## src/fbsa_pkg.sv

```systemverilog
// Shared constants, status codes and controller/datapath interface types for the slot allocator.
package fbsa_pkg;

    localparam int MAX_ROWS_DEF = 64;
    localparam int MAX_COLS_DEF = 64;
    localparam int PAIR         = 2;

    localparam logic [11:0] RANK_MAX = 12'd4095;

    // Result status codes
    localparam logic [2:0] STAT_PLACED    = 3'd0;
    localparam logic [2:0] STAT_REFUSED   = 3'd1;
    localparam logic [2:0] STAT_TRUNCATED = 3'd2;
    localparam logic [2:0] STAT_FULL      = 3'd3;
    localparam logic [2:0] STAT_RESTART   = 3'd4;

    // Request types
    localparam logic REQ_RESTART  = 1'b0;
    localparam logic REQ_ALLOCATE = 1'b1;

    // Configuration register indexes
    localparam logic [3:0] REG_FRAME_ROWS = 4'd0;
    localparam logic [3:0] REG_FRAME_COLS = 4'd1;

    typedef struct packed {
        logic accept;
        logic eval;
        logic walk;
        logic settle;
        logic load_out;
    } fbsa_cmd_t;

    typedef struct packed {
        logic place;
        logic walk_last;
        logic out_free;
    } fbsa_sts_t;

endpackage

```

## src/frame_burst_slot_allocator.sv

```systemverilog
// Restart, refused and frame-full requests go from EVAL straight to DONE; a placing burst walks
// one column per WALK step (plus an empty step unless it ends leaving the top pair), then SETTLE.
// One request in flight; the next is taken the cycle after its result is loaded, and a held
// result stalls input.
// Reset: synchronous, active low; frame returns to 16x16, cursor at the bottom row pair,
// column 0, rank 1, budget 256, no result pending.
module frame_burst_slot_allocator #(
    parameter int MAX_ROWS = fbsa_pkg::MAX_ROWS_DEF,
    parameter int MAX_COLS = fbsa_pkg::MAX_COLS_DEF
) (
    input  logic               aclk,
    input  logic               aresetn,
    input  logic               cfg_valid,
    output logic               cfg_ready,
    input  logic [3:0]         cfg_index,
    input  logic [6:0]         cfg_data,
    input  logic               s_valid,
    output logic               s_ready,
    input  logic               s_req_type,
    input  logic [12:0]        s_burst_size,
    output logic               m_valid,
    input  logic               m_ready,
    output logic [2:0]         m_status,
    output logic [11:0]        m_burst_rank,
    output logic [5:0]         m_start_row,
    output logic [5:0]         m_start_col,
    output logic [12:0]        m_slots_placed,
    output logic signed [6:0]  m_cursor_row_after,
    output logic [5:0]         m_cursor_col_after,
    output logic signed [13:0] m_slots_remaining,
    output logic [12:0]        m_unused_slots
);
    import fbsa_pkg::*;

    fbsa_cmd_t cmd;
    fbsa_sts_t sts;

    assign cfg_ready = 1'b1;

    fbsa_ctrl u_ctrl (
        .aclk    (aclk),
        .aresetn (aresetn),
        .s_valid (s_valid),
        .s_ready (s_ready),
        .sts     (sts),
        .cmd     (cmd)
    );

    fbsa_dpath #(
        .MAX_ROWS (MAX_ROWS),
        .MAX_COLS (MAX_COLS)
    ) u_dpath (
        .aclk               (aclk),
        .aresetn            (aresetn),
        .cfg_valid          (cfg_valid),
        .cfg_index          (cfg_index),
        .cfg_data           (cfg_data),
        .s_req_type         (s_req_type),
        .s_burst_size       (s_burst_size),
        .cmd                (cmd),
        .sts                (sts),
        .m_valid            (m_valid),
        .m_ready            (m_ready),
        .m_status           (m_status),
        .m_burst_rank       (m_burst_rank),
        .m_start_row        (m_start_row),
        .m_start_col        (m_start_col),
        .m_slots_placed     (m_slots_placed),
        .m_cursor_row_after (m_cursor_row_after),
        .m_cursor_col_after (m_cursor_col_after),
        .m_slots_remaining  (m_slots_remaining),
        .m_unused_slots     (m_unused_slots)
    );

`ifndef NO_ASSERTIONS
    // one request at a time: no second acceptance straight after the first
    assert property (@(posedge aclk) disable iff (!aresetn)
        s_valid && s_ready |=> !s_ready)
        else $error("request accepted while one is in flight");

    assert property (@(posedge aclk) disable iff (!aresetn)
        m_valid |-> (m_status == STAT_PLACED) || (m_status == STAT_REFUSED)
            || (m_status == STAT_TRUNCATED) || (m_status == STAT_FULL)
            || (m_status == STAT_RESTART))
        else $error("undefined status code");

    // only placing outcomes carry a rank or placed slots
    assert property (@(posedge aclk) disable iff (!aresetn)
        m_valid && (m_status != STAT_PLACED) && (m_status != STAT_TRUNCATED)
            |-> (m_burst_rank == 12'd0) && (m_slots_placed == 13'd0))
        else $error("rank or slots reported without placement");

    // a truncated burst always placed something
    assert property (@(posedge aclk) disable iff (!aresetn)
        m_valid && (m_status == STAT_TRUNCATED) |-> (m_slots_placed != 13'd0))
        else $error("truncated burst with no slots placed");
`endif

endmodule

```

## src/fbsa_ctrl.sv

```systemverilog
// Sequencing state machine for the slot allocator.
module fbsa_ctrl (
    input  logic               aclk,
    input  logic               aresetn,
    input  logic               s_valid,
    output logic               s_ready,
    input  fbsa_pkg::fbsa_sts_t sts,
    output fbsa_pkg::fbsa_cmd_t cmd
);
    import fbsa_pkg::*;

    typedef enum logic [4:0] {
        ST_IDLE   = 5'b00001,
        ST_EVAL   = 5'b00010,
        ST_WALK   = 5'b00100,
        ST_SETTLE = 5'b01000,
        ST_DONE   = 5'b10000
    } state_t;

    state_t state_reg, state_next;

    always_ff @(posedge aclk) begin
        if (!aresetn) begin
            state_reg <= ST_IDLE;
        end else begin
            state_reg <= state_next;
        end
    end

    always_comb begin
        state_next = state_reg;
        cmd        = '0;
        s_ready    = 1'b0;
        case (state_reg)
            ST_IDLE: begin
                s_ready = 1'b1;
                if (s_valid) begin
                    cmd.accept = 1'b1;
                    state_next = ST_EVAL;
                end
            end
            ST_EVAL: begin
                cmd.eval   = 1'b1;
                state_next = sts.place ? ST_WALK : ST_DONE;
            end
            ST_WALK: begin
                cmd.walk = 1'b1;
                if (sts.walk_last) begin
                    state_next = ST_SETTLE;
                end
            end
            ST_SETTLE: begin
                cmd.settle = 1'b1;
                state_next = ST_DONE;
            end
            ST_DONE: begin
                // hold until the output register is free
                if (sts.out_free) begin
                    cmd.load_out = 1'b1;
                    state_next   = ST_IDLE;
                end
            end
            default: begin
                state_next = ST_IDLE;
            end
        endcase
    end

endmodule

```

## src/fbsa_dpath.sv

```systemverilog
// Frame state, cursor walk, budget accounting and result register for the slot allocator.
module fbsa_dpath #(
    parameter int MAX_ROWS = fbsa_pkg::MAX_ROWS_DEF,
    parameter int MAX_COLS = fbsa_pkg::MAX_COLS_DEF
) (
    input  logic               aclk,
    input  logic               aresetn,
    input  logic               cfg_valid,
    input  logic [3:0]         cfg_index,
    input  logic [6:0]         cfg_data,
    input  logic               s_req_type,
    input  logic [12:0]        s_burst_size,
    input  fbsa_pkg::fbsa_cmd_t cmd,
    output fbsa_pkg::fbsa_sts_t sts,
    output logic               m_valid,
    input  logic               m_ready,
    output logic [2:0]         m_status,
    output logic [11:0]        m_burst_rank,
    output logic [5:0]         m_start_row,
    output logic [5:0]         m_start_col,
    output logic [12:0]        m_slots_placed,
    output logic signed [6:0]  m_cursor_row_after,
    output logic [5:0]         m_cursor_col_after,
    output logic signed [13:0] m_slots_remaining,
    output logic [12:0]        m_unused_slots
);
    import fbsa_pkg::*;

    // config data is 7 bits wide, so the usable limits stop at 127
    localparam int ROWS_CAP = (MAX_ROWS > 127) ? 127 : MAX_ROWS;
    localparam int COLS_CAP = (MAX_COLS > 127) ? 127 : MAX_COLS;
    localparam int AREA_W   = $clog2(ROWS_CAP * COLS_CAP + 1);
    localparam int BUD_W    = AREA_W + 2;
    localparam int CMP_W    = (BUD_W > 14) ? BUD_W : 14;

    logic [6:0]              rows_reg, rows_next;
    logic [6:0]              cols_reg, cols_next;
    logic [AREA_W-1:0]       area_reg;
    logic signed [7:0]       row_reg, row_next;
    logic [6:0]              col_reg, col_next;
    logic signed [BUD_W-1:0] budget_reg, budget_next;
    logic [11:0]             rank_reg, rank_next;
    logic [AREA_W-1:0]       written_reg, written_next;
    logic                    req_reg;
    logic [12:0]             left_reg, left_next;
    logic [11:0]             myrank_reg, myrank_next;
    logic [12:0]             placed_reg, placed_next;
    logic [5:0]              srow_reg, srow_next;
    logic [5:0]              scol_reg, scol_next;
    logic [2:0]              stat_reg, stat_next;
    logic [11:0]             orank_reg, orank_next;
    logic                    m_valid_reg;

    logic [2:0]              m_status_reg;
    logic [11:0]             m_rank_reg;
    logic [5:0]              m_srow_reg, m_scol_reg;
    logic [12:0]             m_placed_reg;
    logic signed [6:0]       m_row_reg;
    logic [5:0]              m_col_reg;
    logic signed [13:0]      m_rem_reg;
    logic [12:0]             m_unused_reg;

    logic signed [CMP_W:0]   bud_x, size_x;
    logic signed [7:0]       jrow;
    logic [6:0]              jcol;
    logic                    take2, wrap, brk;
    logic [6:0]              col_inc;
    logic signed [7:0]       wrow;
    logic [12:0]             wleft;
    logic [13:0]             round_even;
    logic [AREA_W-1:0]       unused;

    // config writes, clamped into range
    always_comb begin
        rows_next = rows_reg;
        cols_next = cols_reg;
        if (cfg_valid) begin
            case (cfg_index)
                REG_FRAME_ROWS: begin
                    if (cfg_data == 7'd0) begin
                        rows_next = 7'd1;
                    end else if (cfg_data > 7'(ROWS_CAP)) begin
                        rows_next = 7'(ROWS_CAP);
                    end else begin
                        rows_next = cfg_data;
                    end
                end
                REG_FRAME_COLS: begin
                    if (cfg_data < 7'd3) begin
                        cols_next = 7'd3;
                    end else if (cfg_data > 7'(COLS_CAP)) begin
                        cols_next = 7'(COLS_CAP);
                    end else begin
                        cols_next = cfg_data;
                    end
                end
                default: begin
                    rows_next = rows_reg;
                end
            endcase
        end
    end

    always_comb begin
        bud_x = (CMP_W + 1)'(budget_reg);
        size_x = (CMP_W + 1)'($signed({1'b0, left_reg}));

        // pre-jump of the cursor before a burst is placed
        jrow = row_reg;
        jcol = col_reg;
        if (col_reg >= cols_reg) begin
            jcol = 7'd0;
        end else if (col_reg == cols_reg - 7'(PAIR)) begin
            jcol = 7'd0;
            jrow = row_reg - 8'(PAIR);
        end

        // one column per walk step, two slots when the upper row exists and at least two are left
        take2   = (left_reg >= 13'd2) && (row_reg >= 8'sd1);
        wleft   = left_reg - (take2 ? 13'd2 : 13'd1);
        col_inc = col_reg + 7'd1;
        wrap    = (col_inc >= cols_reg);
        wrow    = wrap ? (row_reg - 8'(PAIR)) : row_reg;
        brk     = (wrow < 8'sd0);

        round_even = ({1'b0, placed_reg} + 14'd1) & ~14'd1;
        unused     = (area_reg > written_reg) ? (area_reg - written_reg) : '0;

        sts.place     = (req_reg == REQ_ALLOCATE) && !(bud_x < size_x) && (jrow >= 8'sd0);
        sts.walk_last = (left_reg == 13'd0) || brk;
        sts.out_free  = !m_valid_reg || m_ready;

        row_next     = row_reg;
        col_next     = col_reg;
        budget_next  = budget_reg;
        rank_next    = rank_reg;
        written_next = written_reg;
        left_next    = left_reg;
        myrank_next  = myrank_reg;
        placed_next  = placed_reg;
        srow_next    = srow_reg;
        scol_next    = scol_reg;
        stat_next    = stat_reg;
        orank_next   = orank_reg;

        if (cmd.accept) begin
            left_next = s_burst_size;
        end

        if (cmd.eval) begin
            placed_next = '0;
            srow_next   = '0;
            scol_next   = '0;
            orank_next  = '0;
            if (req_reg == REQ_RESTART) begin
                row_next     = $signed({1'b0, rows_reg}) - 8'sd1;
                col_next     = '0;
                budget_next  = $signed(BUD_W'(area_reg));
                rank_next    = 12'd1;
                written_next = '0;
                stat_next    = STAT_RESTART;
            end else if (bud_x < size_x) begin
                stat_next = STAT_REFUSED;
            end else begin
                myrank_next = rank_reg;
                if (rank_reg < RANK_MAX) begin
                    rank_next = rank_reg + 12'd1;
                end
                row_next  = jrow;
                col_next  = jcol;
                // a full frame reports no start position
                if (jrow >= 8'sd0) begin
                    srow_next = jrow[5:0];
                    scol_next = jcol[5:0];
                end
                stat_next = (jrow < 8'sd0) ? STAT_FULL : STAT_PLACED;
            end
        end

        if (cmd.walk) begin
            if (left_reg == 13'd0) begin
                stat_next = STAT_PLACED;
            end else begin
                left_next   = wleft;
                placed_next = placed_reg + (take2 ? 13'd2 : 13'd1);
                row_next    = wrow;
                col_next    = wrap ? 7'd0 : col_inc;
                if (brk) begin
                    stat_next = (wleft != 13'd0) ? STAT_TRUNCATED : STAT_PLACED;
                end
            end
        end

        if (cmd.settle) begin
            budget_next  = budget_reg - $signed(BUD_W'(round_even));
            written_next = written_reg + AREA_W'(placed_reg);
            orank_next   = (placed_reg != 13'd0) ? myrank_reg : 12'd0;
        end
    end

    always_ff @(posedge aclk) begin
        if (!aresetn) begin
            rows_reg    <= 7'd16;
            cols_reg    <= 7'd16;
            row_reg     <= 8'sd15;
            col_reg     <= '0;
            budget_reg  <= BUD_W'(256);
            rank_reg    <= 12'd1;
            written_reg <= '0;
            m_valid_reg <= 1'b0;
        end else begin
            rows_reg    <= rows_next;
            cols_reg    <= cols_next;
            row_reg     <= row_next;
            col_reg     <= col_next;
            budget_reg  <= budget_next;
            rank_reg    <= rank_next;
            written_reg <= written_next;
            if (cmd.load_out) begin
                m_valid_reg <= 1'b1;
            end else if (m_ready) begin
                m_valid_reg <= 1'b0;
            end
        end
    end

    always_ff @(posedge aclk) begin
        area_reg   <= AREA_W'(rows_reg) * AREA_W'(cols_reg);
        left_reg   <= left_next;
        myrank_reg <= myrank_next;
        placed_reg <= placed_next;
        srow_reg   <= srow_next;
        scol_reg   <= scol_next;
        stat_reg   <= stat_next;
        orank_reg  <= orank_next;
        if (cmd.accept) begin
            req_reg <= s_req_type;
        end
        if (cmd.load_out) begin
            m_status_reg <= stat_reg;
            m_rank_reg   <= orank_reg;
            m_srow_reg   <= srow_reg;
            m_scol_reg   <= scol_reg;
            m_placed_reg <= placed_reg;
            m_row_reg    <= row_reg[6:0];
            m_col_reg    <= col_reg[5:0];
            m_rem_reg    <= 14'(budget_reg);
            m_unused_reg <= 13'(unused);
        end
    end

    assign m_valid            = m_valid_reg;
    assign m_status           = m_status_reg;
    assign m_burst_rank       = m_rank_reg;
    assign m_start_row        = m_srow_reg;
    assign m_start_col        = m_scol_reg;
    assign m_slots_placed     = m_placed_reg;
    assign m_cursor_row_after = m_row_reg;
    assign m_cursor_col_after = m_col_reg;
    assign m_slots_remaining  = m_rem_reg;
    assign m_unused_slots     = m_unused_reg;

endmodule
```

## config.mk

```make
export PLATFORM = sky130hd
export DESIGN_NAME = frame_burst_slot_allocator
export DESIGN_NICKNAME = d
export VERILOG_FILES = /design/src/fbsa_pkg.sv /design/src/frame_burst_slot_allocator.sv /design/src/fbsa_ctrl.sv /design/src/fbsa_dpath.sv
export SDC_FILE = /design/constraint.sdc
export NUM_CORES = 1
export LEC_CHECK = 0
export BUFFER_PORTS_ARGS = -buffer_cell sky130_fd_sc_hd__buf_2
export CORE_UTILIZATION = 30
export DETAILED_ROUTE_END_ITERATION = 6
export GPL_TIMING_DRIVEN = 1
export PLACE_DENSITY = 0.52
export REMOVE_ABC_BUFFERS = 1
export SKIP_LAST_GASP = 1
export SLEW_MARGIN = 20
export SYNTH_ARGS = -nofsm -noshare
export SYNTH_HDL_FRONTEND = slang
export SYNTH_SLANG_ARGS = --single-unit
```

## constraint.sdc

```tcl
create_clock -name aclk -period 9.5 [get_ports aclk]
set_input_delay 0.95 -clock aclk [delete_from_list [all_inputs] [get_ports aclk]]
set_output_delay 0.95 -clock aclk [all_outputs]
set_load 0.1 [all_outputs]
```

==> results.txt <==
outcome -> finished clean
cell repeated most along the worst path -> fa_1
Num CTS Buffers -> 28
post-synthesis cell count -> 1388
wire per inst -> 17.1 um
Critical Path Max Stage Delay -> 640 ps
CP Class -> reg -> reg
Final ANT Viol Nets -> 0
post-route worst setup slack -> 5080 ps
clock slew at reported path FFs -> 60 ps
Final Setup Violations -> 0
Worst Setup End Kind -> flip-flop
Clock Skew -> 24.8 ps
drt via density -> 5.00
Clock Sinks -> 234
critical path startpoint -> u_dpath.cols_reg[3]
Core ar. -> 0.0443 mm2
diodes inserted -> 0
worst slew pin tran -> 1040 ps
synth unique cells -> 79
leakage power -> 6.29 nW
post-synthesis async set-or-reset flop share -> 0%
RSZ-0062 raised after global routing -> false
R2R setup slack -> 5080 ps
DIE WIDTH -> 214 um
DP Area -> 0.0147 mm2
Syn Std Cell Area -> 0.0135 mm2
Nets -> 1645
Synth warnings -> 0
PortBufs -> 111
Max clock buf depth -> 3
H-tree Lvls -> 1
number of synthesized flops with an enable pin -> 117
global-route wire length before repair -> 56600 um
Area contributors post-synth -> edfxtp_1 26%, dfxtp_1 17%, ha_1 9.7%
hold_buf cts -> 0
required time of the critical path -> 9950 ps
final hold viol count -> 0
FF-to-FF Start -> u_dpath.cols_reg[3]
io pins -> 113
Hold Slack -> 417 ps
hold path startpoint -> u_dpath.orank_reg[10]
Mean Syn Cell Area -> 9.75 um2
CP Buf/Inv Count -> 1
most common cell in the netlist -> nand2_1
vias in the first global route -> 10149
Die Ht -> 214 um
final instance area -> 0.0156 mm2
TritonCTS clock tree -> done
CP cell instances -> nand2_1 -> fa_1 -> inv_1 -> fa_1 -> fa_1 -> fa_1 -> ha_1 -> nor2b_1 -> o21a_1 -> o41ai_1 -> o21ai_0 -> xnor2_1
maxcap violations -> 0
Arr. time, crit path -> 4870 ps
initial antenna violation count -> 0
HPWL after DPL -> 25800 um
FF+latch count, synth -> 234
pre-CTS setup slack -> 5060 ps
Post-route DRC -> 0
GP Congestion -> 0.836
routed via count -> 10465
die area -> 0.0460 mm2
fin crit share -> 46.5%
most used flip-flop cell after synthesis -> edfxtp_1
drt first pass iters -> 5
detailed router's first-iteration violation count -> 624
post-synthesis sequential area ratio -> 43.3%
max reg flops -> 15
VDD IR-drop max -> 0.000132 V
CP max FO -> 13
min cycle time layout -> 4420 ps
root buf cell -> clkbuf_16
setup repair bufs after CTS -> 0
share of cells above drive strength 1 -> 12.4%
Max-slew headroom -> 30.3%
aggregate global-route resource usage -> 15.4%
Post-synth top cells -> 127 x nand2_1, 117 x dfxtp_1, 117 x edfxtp_1, 107 x nor2_1, 105 x ha_1
count of pins over their slew limit -> 0
row count -> 77
Synth area leader -> edfxtp_1
worst min-delay path class -> reg -> reg
Post-CTS Resized -> 0
Routed WL -> 35700 um
Final Util -> 35.1%
Area Overhead vs Synth -> 15.1%
Worst-Skew Late Latency -> 570 ps
TNS Setup -> 0 ps
crit start category -> flip-flop
Max Freq -> 0.226 GHz
Power Dens Cells -> 148 mW/mm2
grt ovf -> 0
Crit path max-delay family -> adder cells
Slowest cell on crit path -> dfxtp_1
top cell type's share of synthesized area -> 26.0%
largest net degree at the start of global routing -> 53
Initial Utilization -> 30.5%
-- kinds of logic after synthesis --
logic type | share of synthesized area [%]
compound gates | 13.8
xor+xnor | 5.11
fa+ha+maj | 13.9
buf+inv | 4.56
flops | 43.3
mux | 1.41
other cells | 0.0277
simple gates | 18.0
-- through the flow --
step | std cells | total power [W]
6_report | 2095 | 0.00231
5_1_grt | 2095 | 0.00240
4_1_cts | 2095 | 0.00234
3_5_place_dp | 2044 | 0.00128
3_3_place_gp | 2044 | 0.00128
2_1_floorplan | 1329 | 0.00123
-- cell usage in the layout, fill, tap and decap left out, drive strengths merged, types with 12 or more instances in the layout --
| cell | synthesis | final |
|---|---|---|
| buf | 13 | 123 |
| and2 | 34 | 34 |
| inv | 94 | 94 |
| o21ai | 47 | 47 |
| fa | 28 | 28 |
| nor2 | 108 | 108 |
| dfxtp | 117 | 117 |
| xnor2 | 52 | 52 |
| a211oi | 15 | 15 |
| xor2 | 26 | 26 |
| and3 | 15 | 15 |
| nor3 | 36 | 36 |
| nor4 | 12 | 12 |
| ha | 105 | 105 |
| o21a | 14 | 14 |
| edfxtp | 117 | 117 |
| a21o | 16 | 16 |
| nand4 | 14 | 14 |
| or3 | 17 | 17 |
| a21oi | 89 | 89 |
| clkinv | 2 | 16 |
| nand3 | 74 | 74 |
| clkbuf | 46 | 32 |
| mux2i | 18 | 18 |
| nand2 | 127 | 127 |
-- worst paths after layout --
kind	depth (start not counted)	endpoint
max reg2reg	12	u_dpath.area_reg[12]
min reg2reg	0	u_dpath.m_burst_rank[10]
min	0	u_dpath.m_burst_rank[10]
max	12	u_dpath.area_reg[12]
-- per-layer routing --
| metal | track usage [%] | share of wire [%] | wire length, um | vias up |
|---|---|---|---|---|
| met3 | 1.89 | 4.5 | 1620 | 44 |
| met1 | 21.0 | 47 | 16700 | 4999 |
| li1 | - | - | - | 5181 |
| met2 | 25.6 | 47 | 16600 | 241 |
| met5 | 0 | 0 | 0 | - |
| met4 | 4.33 | 2.1 | 735 | 0 |
-- layout make-up --
type / instances / area (um2)
fill: 4519 / 28700
multi-input combinational: 999 / 7060
sequential: 234 / 5860
tap: 592 / 741
clock buffer: 32 / 716
timing repair buffer: 123 / 646
inverter: 96 / 360
clock inverter: 19 / 191
-- report_power, final --
group	leakage [nW]	total (W)	switching [W]	internal, W
combinational	3.78	0.000164	0.000102	0.0000621
sequential	2.08	0.00110	0.0000242	0.00107
clock	0.432	0.00105	0.000450	0.000601
total	6.29	0.00231	0.000575	0.00174
Note: power is estimated with default switching activity, not from simulation.
